**src/rtl/aip_pkg.sv**
```systemverilog
`timescale 1ns / 1ps
// ----------------------------------------------------------------------------
// aip_pkg: shared types and constants for the ASCII integer list parser
// Character codes, field widths and the classified token that passes from
// the front end through the queue to the back end.
// ----------------------------------------------------------------------------
package aip_pkg;

    localparam int CHAR_W  = 8;
    localparam int VALUE_W = 32;
    localparam int COUNT_W = 16;
    localparam int DIGIT_W = 4;

    // Magnitude after one shift-add step by ten: 32 bits plus four of growth
    localparam int WIDE_W  = VALUE_W + 4;

    localparam logic [CHAR_W-1:0] CHAR_TERM  = 8'h00;
    localparam logic [CHAR_W-1:0] CHAR_MINUS = 8'h2D;
    localparam logic [CHAR_W-1:0] CHAR_ZERO  = 8'h30;
    localparam logic [CHAR_W-1:0] CHAR_NINE  = 8'h39;

    localparam logic [COUNT_W-1:0] MAX_VALUES_RESET = 16'd16;

    // Default depth of the queue between front and back end
    localparam int QUEUE_DEPTH_DEFAULT = 2;

    typedef enum logic [1:0] {
        KIND_TERM,
        KIND_DIGIT,
        KIND_MINUS,
        KIND_OTHER
    } char_kind_t;

    typedef struct packed {
        char_kind_t         kind;
        logic [DIGIT_W-1:0] digit;
    } token_t;

endpackage

```
**src/rtl/aip_if.sv**
```systemverilog
`timescale 1ns / 1ps
// ----------------------------------------------------------------------------
// aip_if: channel interfaces of the ASCII integer list parser
// Character byte channel and result channel, each with valid/ready.
// ----------------------------------------------------------------------------
interface aip_byte_if;
    logic                         valid;
    logic                         ready;
    logic [aip_pkg::CHAR_W-1:0]   char_byte;

    modport source (output valid, output char_byte, input ready);
    modport sink   (input valid, input char_byte, output ready);
endinterface

interface aip_result_if;
    logic                                valid;
    logic                                ready;
    logic                                has_value;
    logic signed [aip_pkg::VALUE_W-1:0]  value;
    logic [aip_pkg::COUNT_W-1:0]         value_index;
    logic                                overflow;
    logic                                end_of_string;
    logic [aip_pkg::COUNT_W-1:0]         total_count;

    modport source (output valid, output has_value, output value, output value_index,
                    output overflow, output end_of_string, output total_count,
                    input ready);
    modport sink   (input valid, input has_value, input value, input value_index,
                    input overflow, input end_of_string, input total_count,
                    output ready);
endinterface

```
**src/rtl/aip_front.sv**
```systemverilog
`timescale 1ns / 1ps
// ----------------------------------------------------------------------------
// aip_front: character classifier
// Accepts one byte per transaction while the queue has room and turns it
// into a token: terminator, digit with its value, minus sign or other.
// ----------------------------------------------------------------------------
module aip_front (
    aip_byte_if.sink          chars,
    input  logic              queue_full,
    output logic              push,
    output aip_pkg::token_t   token
);
    import aip_pkg::*;

    logic is_digit;

    // Accept whenever the queue can take the token
    assign chars.ready = !queue_full;
    assign push        = chars.valid && !queue_full;

    // Classify the byte
    assign is_digit = (chars.char_byte >= CHAR_ZERO) && (chars.char_byte <= CHAR_NINE);

    always_comb
    begin
        token.digit = DIGIT_W'(chars.char_byte - CHAR_ZERO);
        if (chars.char_byte == CHAR_TERM)
        begin
            token.kind = KIND_TERM;
        end
        else if (is_digit)
        begin
            token.kind = KIND_DIGIT;
        end
        else if (chars.char_byte == CHAR_MINUS)
        begin
            token.kind = KIND_MINUS;
        end
        else
        begin
            token.kind = KIND_OTHER;
        end
    end

endmodule

```
**src/rtl/aip_queue.sv**
```systemverilog
`timescale 1ns / 1ps
// ----------------------------------------------------------------------------
// aip_queue: token queue between front and back end
// Small circular FIFO; a push and a pop may happen in the same cycle.
// ----------------------------------------------------------------------------
module aip_queue #(
    parameter int DEPTH = aip_pkg::QUEUE_DEPTH_DEFAULT
) (
    input  logic              clk,
    input  logic              rst_n,
    input  logic              push,
    input  aip_pkg::token_t   push_token,
    input  logic              pop,
    output logic              full,
    output logic              head_valid,
    output aip_pkg::token_t   head_token
);
    import aip_pkg::*;

    localparam int PTR_W = (DEPTH > 1) ? $clog2(DEPTH) : 1;
    localparam int CNT_W = $clog2(DEPTH + 1);
    localparam logic [PTR_W-1:0] LAST_PTR = PTR_W'(DEPTH - 1);
    localparam logic [CNT_W-1:0] FULL_CNT = CNT_W'(DEPTH);

    token_t            mem [DEPTH];
    logic [PTR_W-1:0]  wr_ptr_reg, wr_ptr_next;
    logic [PTR_W-1:0]  rd_ptr_reg, rd_ptr_next;
    logic [CNT_W-1:0]  count_reg,  count_next;

    assign full       = (count_reg == FULL_CNT);
    assign head_valid = (count_reg != '0);
    assign head_token = mem[rd_ptr_reg];

    // Advance pointers and occupancy
    always_comb
    begin
        wr_ptr_next = wr_ptr_reg;
        rd_ptr_next = rd_ptr_reg;
        count_next  = count_reg;
        if (push)
        begin
            wr_ptr_next = (wr_ptr_reg == LAST_PTR) ? '0 : wr_ptr_reg + 1'b1;
        end
        if (pop)
        begin
            rd_ptr_next = (rd_ptr_reg == LAST_PTR) ? '0 : rd_ptr_reg + 1'b1;
        end
        if (push && !pop)
        begin
            count_next = count_reg + 1'b1;
        end
        else if (pop && !push)
        begin
            count_next = count_reg - 1'b1;
        end
    end

    always_ff @(posedge clk or negedge rst_n)
    begin
        if (!rst_n)
        begin
            wr_ptr_reg <= '0;
            rd_ptr_reg <= '0;
            count_reg  <= '0;
        end
        else
        begin
            wr_ptr_reg <= wr_ptr_next;
            rd_ptr_reg <= rd_ptr_next;
            count_reg  <= count_next;
        end
    end

    // Store tokens
    always_ff @(posedge clk)
    begin
        if (push)
        begin
            mem[wr_ptr_reg] <= push_token;
        end
    end

endmodule

```
**src/rtl/aip_back.sv**
```systemverilog
`timescale 1ns / 1ps
// ----------------------------------------------------------------------------
// aip_back: number builder and result stage
// Executes one token per cycle unless a result is held back by a busy output
// stage: shift-add by ten on digits, sign tracking, emission of finished
// numbers and the end-of-string summary into a registered output stage.
// ----------------------------------------------------------------------------
module aip_back (
    input  logic                              clk,
    input  logic                              rst_n,
    input  logic [aip_pkg::COUNT_W-1:0]       max_values,
    input  logic                              head_valid,
    input  aip_pkg::token_t                   head_token,
    output logic                              pop,
    aip_result_if.source                      results
);
    import aip_pkg::*;

    // Number state
    logic [VALUE_W-1:0]  acc_reg,      acc_next;
    logic                neg_reg,      neg_next;
    logic                in_num_reg,   in_num_next;
    logic                ovf_reg,      ovf_next;
    logic [COUNT_W-1:0]  emitted_reg,  emitted_next;

    // Output stage
    logic                out_valid_reg;
    logic                has_value_reg,  has_value_next;
    logic [VALUE_W-1:0]  value_reg,      value_next;
    logic [COUNT_W-1:0]  index_reg,      index_next;
    logic                out_ovf_reg,    out_ovf_next;
    logic                eos_reg,        eos_next;
    logic [COUNT_W-1:0]  total_reg,      total_next;

    logic                room;
    logic                emit;
    logic                out_free;
    logic [WIDE_W-1:0]   wide_sum;
    logic [VALUE_W-1:0]  signed_acc;

    assign room       = (emitted_reg < max_values);
    assign out_free   = !out_valid_reg || results.ready;
    assign signed_acc = neg_reg ? (VALUE_W'(0) - acc_reg) : acc_reg;

    // acc*10 + digit as (acc<<3) + (acc<<1) + digit
    assign wide_sum = {1'b0, acc_reg, 3'b000} + {3'b000, acc_reg, 1'b0}
                    + WIDE_W'(head_token.digit);

    // Decide whether this token gives a result
    always_comb
    begin
        priority case (1'b1)
            (head_token.kind == KIND_TERM):  emit = 1'b1;
            (!room):                         emit = 1'b0;
            (head_token.kind == KIND_DIGIT): emit = 1'b0;
            default:                         emit = in_num_reg;
        endcase
    end

    // Drop the head once it can complete
    assign pop = head_valid && (!emit || out_free);

    // Next number state and result fields
    always_comb
    begin
        acc_next       = acc_reg;
        neg_next       = neg_reg;
        in_num_next    = in_num_reg;
        ovf_next       = ovf_reg;
        emitted_next   = emitted_reg;
        has_value_next = 1'b0;
        value_next     = '0;
        index_next     = '0;
        out_ovf_next   = 1'b0;
        eos_next       = 1'b0;
        total_next     = '0;

        if (head_token.kind == KIND_TERM)
        begin
            if (in_num_reg && room)
            begin
                has_value_next = 1'b1;
                value_next     = signed_acc;
                index_next     = emitted_reg;
                out_ovf_next   = ovf_reg;
                total_next     = emitted_reg + 1'b1;
            end
            else
            begin
                total_next     = emitted_reg;
            end
            eos_next     = 1'b1;
            acc_next     = '0;
            neg_next     = 1'b0;
            in_num_next  = 1'b0;
            ovf_next     = 1'b0;
            emitted_next = '0;
        end
        else if (room)
        begin
            if (head_token.kind == KIND_DIGIT)
            begin
                acc_next    = wide_sum[VALUE_W-1:0];
                ovf_next    = ovf_reg || (wide_sum[WIDE_W-1:VALUE_W-1] != '0);
                in_num_next = 1'b1;
            end
            else
            begin
                if (in_num_reg)
                begin
                    has_value_next = 1'b1;
                    value_next     = signed_acc;
                    index_next     = emitted_reg;
                    out_ovf_next   = ovf_reg;
                    emitted_next   = emitted_reg + 1'b1;
                    acc_next       = '0;
                    in_num_next    = 1'b0;
                    ovf_next       = 1'b0;
                end
                neg_next = (head_token.kind == KIND_MINUS);
            end
        end
    end

    // Hold number state
    always_ff @(posedge clk or negedge rst_n)
    begin
        if (!rst_n)
        begin
            acc_reg     <= '0;
            neg_reg     <= 1'b0;
            in_num_reg  <= 1'b0;
            ovf_reg     <= 1'b0;
            emitted_reg <= '0;
        end
        else if (pop)
        begin
            acc_reg     <= acc_next;
            neg_reg     <= neg_next;
            in_num_reg  <= in_num_next;
            ovf_reg     <= ovf_next;
            emitted_reg <= emitted_next;
        end
    end

    // Output valid: load on emission, clear once the transaction is taken
    always_ff @(posedge clk or negedge rst_n)
    begin
        if (!rst_n)
        begin
            out_valid_reg <= 1'b0;
        end
        else if (pop && emit)
        begin
            out_valid_reg <= 1'b1;
        end
        else if (results.ready)
        begin
            out_valid_reg <= 1'b0;
        end
    end

    // Output payload
    always_ff @(posedge clk)
    begin
        if (pop && emit)
        begin
            has_value_reg <= has_value_next;
            value_reg     <= value_next;
            index_reg     <= index_next;
            out_ovf_reg   <= out_ovf_next;
            eos_reg       <= eos_next;
            total_reg     <= total_next;
        end
    end

    assign results.valid         = out_valid_reg;
    assign results.has_value     = has_value_reg;
    assign results.value         = signed'(value_reg);
    assign results.value_index   = index_reg;
    assign results.overflow      = out_ovf_reg;
    assign results.end_of_string = eos_reg;
    assign results.total_count   = total_reg;

endmodule

```
**src/rtl/ascii_integer_list_parser.sv**
```systemverilog
`timescale 1ns / 1ps
// A token is registered in the queue and a result in the output stage.
// Throughput: one byte per cycle while results are taken; the back end does the
// shift-add by ten, and the default two-entry queue and output register absorb stalls.
// Reset: asynchronous, active low; clears the queue, the number state and the
// output valid flag, and sets max_values to 16.
// ----------------------------------------------------------------------------
// ascii_integer_list_parser: top level
// Extracts signed decimal integers from a zero-terminated character stream:
// classifier front end, token queue, and number-building back end.
// ----------------------------------------------------------------------------
module ascii_integer_list_parser #(
    parameter int QUEUE_DEPTH = aip_pkg::QUEUE_DEPTH_DEFAULT
) (
    input  logic                           clk,
    input  logic                           rst_n,
    aip_byte_if.sink                       chars,
    aip_result_if.source                   results,
    input  logic                           cfg_wr_en,
    input  logic [aip_pkg::COUNT_W-1:0]    cfg_wr_data
);
    import aip_pkg::*;

    logic [COUNT_W-1:0] max_values_reg;
    logic               push;
    logic               pop;
    logic               queue_full;
    logic               head_valid;
    token_t             push_token;
    token_t             head_token;

    // Configuration register
    always_ff @(posedge clk or negedge rst_n)
    begin
        if (!rst_n)
        begin
            max_values_reg <= MAX_VALUES_RESET;
        end
        else if (cfg_wr_en)
        begin
            max_values_reg <= cfg_wr_data;
        end
    end

    aip_front u_front (
        .chars      (chars),
        .queue_full (queue_full),
        .push       (push),
        .token      (push_token)
    );

    aip_queue #(
        .DEPTH (QUEUE_DEPTH)
    ) u_queue (
        .clk        (clk),
        .rst_n      (rst_n),
        .push       (push),
        .push_token (push_token),
        .pop        (pop),
        .full       (queue_full),
        .head_valid (head_valid),
        .head_token (head_token)
    );

    aip_back u_back (
        .clk        (clk),
        .rst_n      (rst_n),
        .max_values (max_values_reg),
        .head_valid (head_valid),
        .head_token (head_token),
        .pop        (pop),
        .results    (results)
    );

endmodule
```
**src/flat_wrapper.sv**
```systemverilog
// flat-port wrapper written by rule: the top's interface ports become plain ports
module ascii_integer_list_parser_flat import aip_pkg::*;
#(
    parameter int QUEUE_DEPTH = aip_pkg::QUEUE_DEPTH_DEFAULT
)
  (clk, rst_n, cfg_wr_en, cfg_wr_data, chars_valid, chars_char_byte, chars_ready, results_valid, results_has_value, results_value, results_value_index, results_overflow, results_end_of_string, results_total_count, results_ready);
  aip_byte_if chars_i ();
  aip_result_if results_i ();
  input  logic clk;
  input  logic rst_n;
  input  logic cfg_wr_en;
  input  logic [aip_pkg::COUNT_W-1:0] cfg_wr_data;
  input wire logic [$bits(chars_i.valid)-1:0] chars_valid;
  input wire logic [$bits(chars_i.char_byte)-1:0] chars_char_byte;
  output wire logic [$bits(chars_i.ready)-1:0] chars_ready;
  output wire logic [$bits(results_i.valid)-1:0] results_valid;
  output wire logic [$bits(results_i.has_value)-1:0] results_has_value;
  output wire logic [$bits(results_i.value)-1:0] results_value;
  output wire logic [$bits(results_i.value_index)-1:0] results_value_index;
  output wire logic [$bits(results_i.overflow)-1:0] results_overflow;
  output wire logic [$bits(results_i.end_of_string)-1:0] results_end_of_string;
  output wire logic [$bits(results_i.total_count)-1:0] results_total_count;
  input wire logic [$bits(results_i.ready)-1:0] results_ready;
  assign chars_i.valid = chars_valid;
  assign chars_i.char_byte = chars_char_byte;
  assign chars_ready = chars_i.ready;
  assign results_valid = results_i.valid;
  assign results_has_value = results_i.has_value;
  assign results_value = results_i.value;
  assign results_value_index = results_i.value_index;
  assign results_overflow = results_i.overflow;
  assign results_end_of_string = results_i.end_of_string;
  assign results_total_count = results_i.total_count;
  assign results_i.ready = results_ready;
  ascii_integer_list_parser #(.QUEUE_DEPTH(QUEUE_DEPTH)) u_core (.clk(clk), .rst_n(rst_n), .chars(chars_i), .results(results_i), .cfg_wr_en(cfg_wr_en), .cfg_wr_data(cfg_wr_data));
endmodule
```
**config.mk**
```make
export PLATFORM = sky130hd
export DESIGN_NAME = ascii_integer_list_parser_flat
export DESIGN_NICKNAME = d
export VERILOG_FILES = /design/src/rtl/aip_pkg.sv /design/src/rtl/aip_if.sv /design/src/rtl/aip_front.sv /design/src/rtl/aip_queue.sv /design/src/rtl/aip_back.sv /design/src/rtl/ascii_integer_list_parser.sv /design/src/flat_wrapper.sv
export SDC_FILE = /design/constraint.sdc
export NUM_CORES = 1
export LEC_CHECK = 0
export BUFFER_PORTS_ARGS = -buffer_cell sky130_fd_sc_hd__buf_2
export CORE_UTILIZATION = 55
export DETAILED_ROUTE_END_ITERATION = 10
export PLACE_DENSITY_LB_ADDON = 0.12
export SLEW_MARGIN = 20
export SYNTH_ARGS = -nofsm -noshare
export SYNTH_HDL_FRONTEND = slang
export SYNTH_SLANG_ARGS = --single-unit
```
**constraint.sdc**
```tcl
create_clock -name clk -period 9.78 [get_ports clk]
set_clock_uncertainty 0.15 [all_clocks]
set_input_delay 0 -clock clk [delete_from_list [all_inputs] [get_ports clk]]
set_output_delay 0 -clock clk [all_outputs]
set_load 0.01 [all_outputs]
```
Word-level counts from Yosys, hierarchy flattened

Memories as Yosys holds them, arrays and structs flattened.
Index checks and enable logic that the tools add are counted.

Flip-flop bits (word level): 139
Memory bits (writable): 12
Bits of input ports: 29
Output and inout port bits: 69
Word-level logic and storage cells: 117
Memories: 1

$add $sub $neg: 9
Magnitude comparators: 3
Equality and inequality tests: 5
Muxes and demuxes: 55
Reductions and logical operators: 28

Memory list:

| name               | words | width | rd ports | clocked after memory_dff | wr ports | line            | source |
|---|---|---|---|---|---|---|---|
| u_core.u_queue.mem | 2     | 6     | 1        | 0                        | 1        | aip_queue.sv:25 | `token_t mem [DEPTH];` |

Operators with widths:

| kind                    | number |
|---|---|
| $mux W32                | 10 |
| $mux W16                | 10 |
| $add A35 B33 Y36        | 1 |
| $add A36 B4 Y36         | 1 |
| $sub A1 B32 Y32 const A | 1 |
| $mux W1                 | 31 |
| $add A16 B1 Y16 const B | 1 |
| $lt A16 B16 Y1          | 1 |
| $reduce_bool A2 Y1      | 5 |
| $eq A8 B6 Y1 const B    | 1 |
| $ge A8 B6 Y1 const B    | 1 |
| $le A8 B6 Y1 const B    | 1 |
| $logic_not A8 Y1        | 1 |
| $mux W2                 | 4 |
| $logic_and A1 B1 Y1     | 7 |
| $reduce_and A3 Y1       | 2 |
| $logic_not A1 Y1        | 5 |
| $reduce_bool A5 Y1      | 1 |
| $eq A2 B2 Y1 const B    | 2 |
| $reduce_and A4 Y1       | 1 |
| $sub A4 B1 Y4 const B   | 1 |
| $logic_or A1 B1 Y1      | 3 |
| $reduce_bool A3 Y1      | 1 |
| $add A1 B1 Y1 const B   | 2 |
| other kinds (6)         | 6 |

Depth between registers and ports, before layout

Gate-level depths: netlist (run 1).
An unclocked memory read counts as a cell.

Depth in word-level cells: 11
Depth in mapped cells: 18
Depth with buffers taken out: 15

Hierarchy

A second synthesis (run 1) with hierarchy kept.

Cells, all modules: 936
Area, all modules: 9466.6 sq um

By module, submodules not included:

| module                    | instances | cells an instance | area an instance (sq um) | seq. area each (sq um) |
|---|---|---|---|---|
| aip_back                  | 1         | 850               | 8092.8                   | 3313.2 |
| ascii_integer_list_parser | 1         | 34                | 650.6                    | 401.6 |
| aip_queue                 | 1         | 35                | 624.3                    | 460.4 |
| aip_front                 | 1         | 17                | 98.8                     | 0.0 |

Worst setup path after synthesis (run 1)

OpenSTA, ideal clock, no wires.

Path kind: register -> register
Start point: register u_core.u_back.emitted_reg[9]
End point: register u_core.u_back.eos_reg (netlist: u_core.u_back.results.end_of_string) (enable)
Setup time: 0.422 ns
Arrival: 3.592 ns
Required time: 9.208 ns
Setup slack: 5.617 ns
Stages on the path, launching flop included: 13
Path buffers: 2
Period minus slack after synthesis: 4.163 ns
Cell sequence: dfrtp_1 > ha_1 > a21o_1 > a21o_1 > a221oi_1 > o21ai_0 > a21o_1 > buf_2 > or2_1 > clkbuf_1 > inv_1 > o21bai_1 > inv_1

Longest elaborated chain between the ends: 7

Ends and longest elaborated chain:

| element                   | line            | source |
|---|---|---|
| start, declared           | aip_back.sv:24  | `logic [COUNT_W-1:0] emitted_reg, emitted_next;` |
| start signal, assigned    | aip_back.sv:142 | `emitted_reg <= emitted_next;` |
| $lt A16 B16 Y1 (*)        | aip_back.sv:41  | `assign room = (emitted_reg < max_values);` |
| $mux W1 (*) (2 in series) | aip_back.sv:52  | `priority case (1'b1)` |
| $logic_not A1 Y1          | aip_back.sv:61  | `assign pop = head_valid && (!emit \|\| out_free);` |
| $logic_or A1 B1 Y1        | aip_back.sv:61  |  |
| $logic_and A1 B1 Y1       | aip_back.sv:61  |  |
| $logic_and A1 B1 Y1 (*)   | aip_back.sv:166 | `if (pop && emit)` |
| end signal, assigned      | aip_back.sv:172 | `eos_reg <= eos_next;` |
| end, declared             | aip_back.sv:32  | `logic eos_reg, eos_next;` |

Mark *: on every way between the ends. The rest lies on a longest branch, timed or not.
A chain may end at the register's enable or synchronous reset.

Final worst setup path (run 1)

Start point: register u_core.u_back.emitted_reg[5]
End point: register u_core.u_back.value_reg[14] (netlist: u_core.u_back.results.value[14]) (enable)

Longest elaborated chain between the ends: 7

Ends and longest elaborated chain:

| element                   | line            | source |
|---|---|---|
| $lt A16 B16 Y1 (*)        | aip_back.sv:41  |  |
| $mux W1 (*) (2 in series) | aip_back.sv:52  |  |
| $logic_not A1 Y1          | aip_back.sv:61  |  |
| $logic_or A1 B1 Y1        | aip_back.sv:61  |  |
| $logic_and A1 B1 Y1       | aip_back.sv:61  |  |
| $logic_and A1 B1 Y1 (*)   | aip_back.sv:166 |  |
| end signal, assigned      | aip_back.sv:169 | `value_reg <= value_next;` |
| end, declared             | aip_back.sv:29  | `logic [VALUE_W-1:0] value_reg, value_next;` |

Marks and branches as above.

==> results of run 1 <==
-- Yosys cell counts, types with 3 or more instances --
| master | n | area, µm² |
|---|---|---|
| nand2_1 | 119 | 447 |
| ha_1 | 82 | 1030 |
| edfxtp_1 | 79 | 2370 |
| nor2_1 | 73 | 274 |
| dfrtp_1 | 71 | 1780 |
| o21ai_0 | 67 | 335 |
| xor2_1 | 57 | 499 |
| a21oi_1 | 50 | 250 |
| inv_1 | 39 | 146 |
| o31ai_1 | 35 | 263 |
| clkbuf_1 | 28 | 105 |
| a21o_1 | 20 | 150 |
| xnor2_1 | 20 | 175 |
| and2_1 | 17 | 106 |
| and3_1 | 16 | 100 |
| nand3_1 | 12 | 60.1 |
| mux2i_1 | 11 | 110 |
| nand2b_1 | 11 | 68.8 |
| nor3_1 | 9 | 45.0 |
| a211oi_1 | 8 | 60.1 |
| nand4_1 | 8 | 50.1 |
| o21a_1 | 6 | 45.0 |
| or4_1 | 6 | 45.0 |
| buf_1 | 5 | 18.8 |
| mux2_2 | 5 | 56.3 |
| nor2b_1 | 5 | 31.3 |
| o211ai_1 | 5 | 37.5 |
| o41ai_1 | 5 | 43.8 |
| a221oi_1 | 4 | 35.0 |
| a22o_1 | 4 | 35.0 |
| a31oi_1 | 4 | 25.0 |
| nor4_1 | 4 | 25.0 |
| o21bai_1 | 4 | 30.0 |
| or3_1 | 4 | 25.0 |
| a21boi_0 | 3 | 22.5 |
| buf_2 | 3 | 15.0 |
| o21ai_1 | 3 | 15.0 |
| o221ai_1 | 3 | 26.3 |
| o22ai_1 | 3 | 18.8 |
-- metrics by stage --
| stage | hold slack, ns | power, mW | cell area [µm²] | instances | setup WS, ns |
|---|---|---|---|---|---|
| finish | 0.102 | 2.60 | 11200 | 1319 | 5.03 |
| global route | 0.178 | 2.76 | 11200 | 1319 | 4.74 |
| CTS | 0.154 | 2.60 | 11200 | 1319 | 4.79 |
| detailed placement | 0.0566 | 1.91 | 10000 | 1229 | 4.84 |
| global placement | 0.0586 | 1.90 | 10000 | 1229 | 5.06 |
| floorplan | -0.446 | 1.62 | 9370 | 944 | 5.62 |
-- routing by layer --
metal,vias to the layer above,track usage,part of all wire
met2,239,0.383,0.42
met5,-,0,0
met3,29,0.0502,0.052
met4,0,0.0696,0.015
li1,3720,-,-
met1,3589,0.409,0.51
-- how the worst max path moves through the flow --
stage	startpoint	to	slack [ns]	cells after the start
6_report	u_core.u_back.emitted_reg[5]	u_core.u_back.results.value[14]	5.03	11
5_1_grt	u_core.u_back.emitted_reg[5]	u_core.u_back.results.value[14]	4.74	11
4_1_cts	u_core.u_back.emitted_reg[11]	u_core.u_back.results.value[15]	4.79	11
3_5_place_dp	u_core.u_back.emitted_reg[11]	u_core.u_back.results.value[19]	4.84	11
3_3_place_gp	u_core.u_back.emitted_reg[9]	u_core.u_back.results.value[20]	5.06	12
2_1_floorplan	u_core.u_back.emitted_reg[9]	u_core.u_back.results.end_of_string	5.62	12
-- layout make-up --
cell class              instances  area share
flip-flops and latches        151       0.372
clock inverters                11      0.0130
well taps                     220      0.0245
inverters                      39      0.0130
repair buffers                159      0.0977
multi-input cells             718       0.439
clock buffers                  21      0.0411
-- power by group --
group	total (mW)	switching, mW	internal [mW]
clock	0.677	0.260	0.417
sequential	0.943	0.100	0.843
combinational	0.983	0.623	0.360
-- kinds of logic after synthesis --
family,Yosys count
buffers and inverters,75
AO/OA/AOI/OAI,243
flip-flops,151
XOR/XNOR,77
AND/OR/NAND/NOR,298
adder cells (fa/ha/maj),84
multiplexers,16
-- worst register-to-register path, cell delays in order, from the launching register on --
cell      delay (ns)
dfrtp_1         0.45
ha_1            0.35
o211a_1         0.24
a221oi_1        0.33
o21ai_1         0.21
a21o_1          0.31
or2_1           0.26
buf_4           0.25
inv_1           0.48
o21bai_2        0.35
inv_2           0.35
buf_4           0.60
==> results.py, run 1 <==
metrics = {
    "outcome": {
        "outcome": "finished, final reports clean",
    },
    "layout": {
        "final_util": 0.678,
        "multi_input_area_um2": 4940,
        "drive_above_1_share": 0.141,
        "num_antenna_cells": 0,
        "mostFrequentLayoutCells": "nand2_1 (119), buf_2 (96), ha_1 (82)",
        "fillCellCount": 1324,
        "area_growth_syn_to_layout_pct": 20.0,
        "seq_area_um2": 4180,
        "nets": 1199,
        "layout_commonest_cell": "nand2_1",
    },
    "clocking": {
        "cts-resized-gates": 0,
        "cts_hold_buf": 58,
        "root_buffer": "clkbuf_16",
        "clk_latency_ns": 0.43,
        "numCtsBuffers": 17,
        "postCtsSetupRepairBufs": 0,
        "cts_sinks": 151,
        "clock_path_buffers": 2,
        "h-tree-depth": 4,
        "cts_tree": "yes",
        "cts.clk_slew.worst_paths_ns": 0.06,
    },
    "routing": {
        "vias": 7577,
        "ant_nets": 0,
        "wl_per_cell_um": 17.0,
        "routed_wirelength_mm": 22.4,
        "vias_per_cell": 5.74,
        "drt_iter0_drc": 699,
        "post-route-drc-count": 0,
        "drtPass1Iterations": 6,
    },
    "logic_synthesis": {
        "synthXorXnorAreaFrac": 0.0720,
        "yosys_most_used_dff": "edfxtp_1",
        "netlist_area_um2": 9370,
        "syn_inst": 944,
        "ys_seq_elements": 151,
        "synthArstFlopShare": 0.477,
        "synth_top_family_by_area": "compound AO/OA/AOI/OAI gates",
        "synth_cell_types": 67,
        "syn_area_per_cell_um2": 9.93,
        "synthesis.nets": 1057,
        "synth_fa_ha_area_frac": 0.114,
        "synth-simple-area-share": 0.151,
        "synth_enable_flop_cells": 79,
        "ys_seq_area_frac": 0.446,
        "synth-compound-area-share": 0.170,
        "synth_mux_area_frac": 0.0178,
        "yosys_warnings": 0,
    },
    "critical_path": {
        "arrival_ns": 4.66,
        "cp-end-kind": "register",
        "cp_common_cell": "buf_4",
        "worst_r2r_path_depth": 11,
        "max_stage_delay_ns": 0.60,
        "setup.worst_path.start_class": "register",
        "cp_data_required_time_ns": 9.69,
        "cp_cell_sequence": "ha_1, o211a_1, a221oi_1, o21ai_1, a21o_1, or2_1, buf_4, inv_1, o21bai_2, inv_2, buf_4",
        "critPathMaxFanout": 56,
        "critPathSlowestCell": "buf_4",
        "critical_path.top_delay_family": "buffers and inverters",
        "crit_type": "reg2reg",
        "regToRegStartpoint": "u_core.u_back.emitted_reg[5]",
        "reg2reg_slack_ns": 5.03,
        "path_buf_inv": 4,
        "reg2reg_to": "u_core.u_back.results.value[14]",
    },
    "power": {
        "power_density_nw_per_um2": 232,
        "ir_drop_uv": 172,
        "p_leak_nw": 5.08,
    },
    "placed_design": {
        "place_hpwl_mm": 15.6,
        "place.gp.congestion": 0.953,
        "portBuffers": 97,
    },
    "timing": {
        "tightestPinTransition_ns": 0.942,
        "period_share": 0.486,
        "rsz0062_at_grt": "no",
        "finalSetupViolations": 0,
        "final_hold_viol_count": 0,
        "min_period_ns": 4.75,
        "max_freq_mhz": 211,
        "finalMaxSlewViolations": 0,
        "finalSetupTns_ns": 0,
        "slew_headroom": 0.372,
    },
    "die": {
        "die_y_um": 133,
        "initial_core_util": 0.565,
        "rows": 47,
        "dieArea_um2": 17600,
        "core_um2": 16600,
        "io_pins": 98,
        "die_x_um": 133,
    },
    "global_route": {
        "grt_overflow": 0,
        "grt_pass1_vias": 6986,
        "antenna_found_initial": 0,
        "grt_max_degree": 73,
        "grtUsageTotal": 0.266,
        "grt_pass1_wl_mm": 36.6,
    },
    "job": {
        "max_cap_violations": 0,
    },
    "min_path": {
        "hold_class": "in2async",
    },
}
Note: power is estimated with default switching activity, not from simulation.
==> inputs of run 2 (changes only) <==
- clock period: 9.78 -> 4.9 ns (I/O delays scaled with it)
==> run 2 against run 1 <==
Compared with the run above: die area is the same; largest power group unchanged; non-clock buffer count increased by 5; critical path depth grew 2; wire length decreased by 2.9%; sequential power is 100% higher; combinational power rose by 100%; fmax is 22% higher; global-route usage fell by 0.86 points; first-iteration DRC count fell by 34%; utilization fell by 0.17 points; highest routed layer unchanged; final cell count increased by 0.38%; worst setup slack lost 4.0 ns; critical path type unchanged.
==> results.py, run 2 (same netlist as run 1, synthesis figures left out) <==
metrics = {
    "layout": {
        "finalNonFillerCells": 1324,
        "mostFrequentLayoutCells": "nand2_1 (119), buf_2 (96), ha_1 (82)",
        "area_growth_syn_to_layout_pct": 19.7,
        "num_antenna_cells": 0,
        "drive_above_1_share": 0.144,
        "seq_area_um2": 4180,
        "nets": 1204,
        "fillCellCount": 1269,
        "layout_commonest_cell": "nand2_1",
        "multi_input_area_um2": 4920,
    },
    "outcome": {
        "outcome": "finished, final reports clean",
    },
    "placed_design": {
        "place.gp.congestion": 0.879,
        "place_hpwl_mm": 14.7,
        "place_inst": 1233,
        "place_ws_ns": 1.07,
        "portBuffers": 97,
    },
    "global_route": {
        "met1_usage": 0.384,
        "antenna_found_initial": 0,
        "met3_usage": 0.0529,
        "busiest_layer": "met1",
        "grt_util_met2": 0.371,
        "grt_max_degree": 73,
        "grt_overflow": 0,
        "grt_pass1_wl_mm": 35.6,
        "grtUsageTotal": 0.258,
        "grt_pass1_vias": 6947,
    },
    "routing": {
        "post-route-drc-count": 0,
        "drt_iter0_drc": 460,
        "vias": 7475,
        "vias_per_cell": 5.65,
        "ant_nets": 0,
        "routed_wirelength_mm": 21.7,
        "wl_per_cell_um": 16.4,
        "drtPass1Iterations": 5,
    },
    "clocking": {
        "cts_sinks": 151,
        "cts.clk_slew.worst_paths_ns": 0.07,
        "numCtsBuffers": 17,
        "postCtsSetupRepairBufs": 0,
        "cts-resized-gates": 0,
        "root_buffer": "clkbuf_16",
        "clk_latency_ns": 0.43,
        "clock_path_buffers": 2,
        "cts_tree": "yes",
        "h-tree-depth": 4,
    },
    "timing": {
        "finalSetupTns_ns": 0,
        "fin_hold_ws_ns": 0.0754,
        "slew_headroom": 0.354,
        "tightestPinTransition_ns": 0.969,
        "finalMaxSlewViolations": 0,
        "max_freq_mhz": 256,
        "finalSetupViolations": 0,
        "fin_ws_ns": 1.00,
        "final_hold_viol_count": 0,
        "min_period_ns": 3.90,
        "rsz0062_at_grt": "no",
        "period_share": 0.796,
    },
    "critical_path": {
        "critPathSlowestCell": "dfrtp_1",
        "setup.worst_path.start_class": "register",
        "critPathLaunch": "u_core.u_queue.rd_ptr_reg",
        "cp-end-kind": "register",
        "crit_path_end": "u_core.u_back.ovf_reg",
        "critPathMaxFanout": 9,
        "max_stage_delay_ns": 0.57,
        "cp_cell_sequence": "mux2_2, ha_1, ha_1, inv_1, fa_1, nand2b_1, a21o_1, a21oi_1, o2111ai_1, o211ai_1, mux2i_1, nor2_1, a311oi_1",
        "arrival_ns": 4.07,
        "cp_data_required_time_ns": 5.07,
        "reg2reg_to": "u_core.u_back.ovf_reg",
        "regToRegStartpoint": "u_core.u_queue.rd_ptr_reg",
        "cp_common_cell": "ha_1",
        "worst_r2r_path_depth": 13,
        "crit_type": "reg2reg",
        "reg2reg_slack_ns": 1.00,
    },
    "die": {
        "core_um2": 16600,
        "dieArea_um2": 17600,
        "initial_core_util": 0.565,
        "io_pins": 98,
        "rows": 47,
        "die_x_um": 133,
        "die_y_um": 133,
    },
    "power": {
        "p_comb_frac": 0.389,
        "ir_drop_uv": 386,
        "p_switching_mw": 2.00,
        "swShare": 0.393,
        "power_density_nw_per_um2": 453,
        "p_clk_frac": 0.239,
        "intPower_mw": 3.08,
        "pwr-share-seq": 0.371,
        "p_leak_nw": 5.08,
    },
    "job": {
        "max_cap_violations": 0,
    },
    "min_path": {
        "hold_class": "in2async",
    },
}
==> run 2: cell types whose count changed in the layout (fill, tap and decap cells not counted), moves of 2 or more <==
| cell | change |
|---|---|
| buf_4 | +3 |
| bufinv_16 | -3 |
| clkinv_4 | +3 |
| inv_6 | +3 |
| clkbuf_1 | -2 |
| clkinv_2 | -2 |
==> run 2: metal layers <==
layer,vias to the layer above,part of all wire
met5,-,0
met3,29,0.060
li1,3729,-
met2,233,0.43
met4,0,0.018
met1,3484,0.50
==> run 2: how the worst min path moves through the flow <==
stage                                end  cells past startpoint
6_report       u_core.u_back.acc_reg[27]                      2
5_1_grt        u_core.u_back.acc_reg[27]                      2
4_1_cts        u_core.u_back.acc_reg[27]                      2
3_5_place_dp   u_core.u_back.acc_reg[27]                      1
3_3_place_gp   u_core.u_back.acc_reg[25]                      1
2_1_floorplan   u_core.max_values_reg[0]                      0
==> run 2: worst max-delay path: cells and delay by family, from the launching register on <==
kind | cells | cell delay (ns)
compound gates | 5 | 1.23
fa+ha+maj | 3 | 0.86
buf+inv | 1 | 0.06
flops | 1 | 0.57
mux | 2 | 0.65
simple gates | 2 | 0.25
==> run 2: repair_timing <==
item / 4_1_cts / 5_1_grt
hold buffers: 59 / 0
endpoints found under the hold margin: 114 / 0
setup endpoints to repair: 0 / 0
==> run 2: area by class of cell <==
type	count	share of cell area
clock buffer	18	0.0383
clock inverter	14	0.0106
inverter	39	0.0131
multi-input combinational	718	0.438
sequential	151	0.372
tap	220	0.0245
timing repair buffer	164	0.103
==> run 2: per-stage QoR <==
stage                     utilization  power (mW)  cell area (µm²)
after floorplan                     -        3.24             9370
after global placement          0.607        3.80            10100
after detailed placement        0.607        3.83            10100
after CTS                       0.676        5.08            11200
after global routing            0.676        5.38            11200
final                           0.676        5.08            11200
==> run 2: power groups by stage <==
stage | Combinational [mW] | Sequential [mW] | Clock, mW
floorplan | 1.32 | 1.92 | 0
detailed placement | 1.93 | 1.90 | 0
global placement | 1.90 | 1.90 | 0
global route | 2.19 | 1.92 | 1.27
finish | 1.98 | 1.89 | 1.21
CTS | 1.98 | 1.88 | 1.22
==> inputs of run 3 (changes only) <==
- clock period: 4.9 -> 3.7 ns (I/O delays scaled with it)
==> run 3 against run 2 <==
Compared with the run above: global-route usage is 0.74 points higher; highest routed layer unchanged; largest cell class unchanged; sequential share of layout area fell by 0.47 points; utilization rose by 0.86 points; design area grew 1.3%; clock power rose by 32%; count of clock-buffer cells in the layout is the same.
==> results.py, run 3 (same netlist as run 1, synthesis figures left out) <==
metrics = {
    "critical_path": {
        "setup.worst_path.start_class": "register",
        "worst_r2r_path_depth": 11,
        "cp_data_required_time_ns": 3.88,
        "critPathLaunch": "u_core.u_queue.rd_ptr_reg",
        "arrival_ns": 3.79,
        "crit_type": "reg2reg",
        "regToRegStartpoint": "u_core.u_queue.rd_ptr_reg",
        "critPathMaxFanout": 3,
        "cp-end-kind": "register",
    },
    "timing": {
        "min_period_ns": 3.62,
        "rsz0062_at_grt": "yes",
        "max_freq_mhz": 276,
        "slew_headroom": 0.356,
        "tightestPinTransition_ns": 0.966,
        "final_hold_viol_count": 0,
        "finalMaxSlewViolations": 0,
        "finalSetupTns_ns": 0,
        "period_share": 0.978,
        "finalSetupViolations": 0,
    },
    "routing": {
        "drt_iter0_drc": 529,
        "ant_nets": 0,
        "routed_wirelength_mm": 22.4,
        "wl_per_cell_um": 16.8,
        "vias": 7630,
        "post-route-drc-count": 0,
        "drtPass1Iterations": 5,
        "vias_per_cell": 5.70,
    },
    "clocking": {
        "cts.clk_slew.worst_paths_ns": 0.07,
        "numCtsBuffers": 17,
        "root_buffer": "clkbuf_16",
        "cts_sinks": 151,
        "clk_latency_ns": 0.43,
        "clock_path_buffers": 2,
        "cts_tree": "yes",
        "h-tree-depth": 4,
    },
    "layout": {
        "multi_input_area_um2": 4930,
        "final_util": 0.685,
        "nets": 1219,
        "mostFrequentLayoutCells": "nand2_1 (119), buf_2 (96), ha_1 (82)",
        "layout_commonest_cell": "nand2_1",
        "drive_above_1_share": 0.156,
        "fillCellCount": 1300,
        "area_growth_syn_to_layout_pct": 21.2,
        "seq_area_um2": 4180,
        "num_antenna_cells": 0,
    },
    "die": {
        "rows": 47,
        "dieArea_um2": 17600,
        "io_pins": 98,
        "die_x_um": 133,
        "die_y_um": 133,
        "core_um2": 16600,
        "initial_core_util": 0.565,
    },
    "min_path": {
        "hold_class": "in2async",
    },
    "power": {
        "intPower_mw": 4.16,
        "p_switching_mw": 2.65,
        "power_density_nw_per_um2": 599,
        "p_clk_frac": 0.236,
        "p_leak_nw": 5.16,
        "ir_drop_uv": 546,
        "swShare": 0.389,
        "post-layout-total-power_mw": 6.81,
        "p_comb_frac": 0.402,
        "pwr-share-seq": 0.363,
    },
    "placed_design": {
        "place.gp.congestion": 0.890,
        "portBuffers": 97,
        "place_hpwl_mm": 15.3,
    },
    "global_route": {
        "grt_max_degree": 73,
        "grt_overflow": 0,
        "grtUsageTotal": 0.265,
        "grt_pass1_vias": 7123,
        "grt_pass1_wl_mm": 36.5,
        "antenna_found_initial": 0,
    },
    "job": {
        "max_cap_violations": 0,
    },
    "outcome": {
        "outcome": "finished, final reports clean",
    },
}
## run 3: cell type report
cell class	count	share of cell area
clock buffers	18	0.0378
clock inverters	14	0.0107
inverters	39	0.0132
multi-input cells	718	0.434
flip-flops and latches	151	0.368
well taps	220	0.0242
repair buffers	179	0.112
## run 3: final timing paths
check	slack (ns)	to
worst max-delay path	0.08	u_core.u_back.ovf_reg
worst min-delay path	0.12	u_core.u_back.acc_reg[26]
worst max register to register	0.08	u_core.u_back.ovf_reg
worst min register to register	0.36	u_core.u_queue.wr_ptr_reg
max in group asynchronous	2.60	u_core.u_back.neg_reg
min in group clk	0.20	u_core.u_queue.mem[0][0]
## run 3: routing by layer
metal | wire length (µm) | global-route usage | up-vias
met5 | 0 | 0 | -
met4 | 251 | 0.0811 | 0
met3 | 1220 | 0.0414 | 17
met2 | 9990 | 0.403 | 240
met1 | 11000 | 0.390 | 3624
li1 | - | - | 3749
## run 3: power by group through the flow
stage | clock network (mW) | logic, mW | registers (mW)
final | 1.60 | 2.73 | 2.47
after global routing | 1.70 | 3.00 | 2.51
after CTS | 1.63 | 2.71 | 2.46
after detailed placement | 0 | 2.64 | 2.49
after global placement | 0 | 2.60 | 2.48
after floorplan | 0 | 1.77 | 2.54
## run 3: timing repair
| item | CTS | global route |
|---|---|---|
| hold endpoints to repair | 114 | 0 |
| hold buffers | 59 | 0 |
| setup endpoints to repair | 0 | 57 |
| resized for setup | 0 | 1 |
| buffers inserted | 0 | 2 |
## run 3: through the flow
stage / hold slack, ns / cell area [µm²] / setup slack [ns] / cells
global placement: 0.0507 / 10200 / 0.239 / 1246
detailed placement: 0.0545 / 10200 / 0.111 / 1246
floorplan: -0.446 / 9390 / 0.0449 / 944
CTS: 0.149 / 11300 / 0.0704 / 1337
global route: 0.197 / 11400 / -0.189 / 1339
finish: 0.118 / 11400 / 0.0820 / 1339
## run 3: worst max-delay path, stage by stage (launching register included)
cell	delay, ns
dfrtp_1	0.40
mux2i_1	0.31
fa_1	0.51
fa_1	0.47
nand2b_1	0.17
a21o_1	0.18
a21oi_1	0.21
o2111ai_1	0.20
o211ai_1	0.36
mux2i_1	0.25
nor2_1	0.06
a311oi_1	0.24
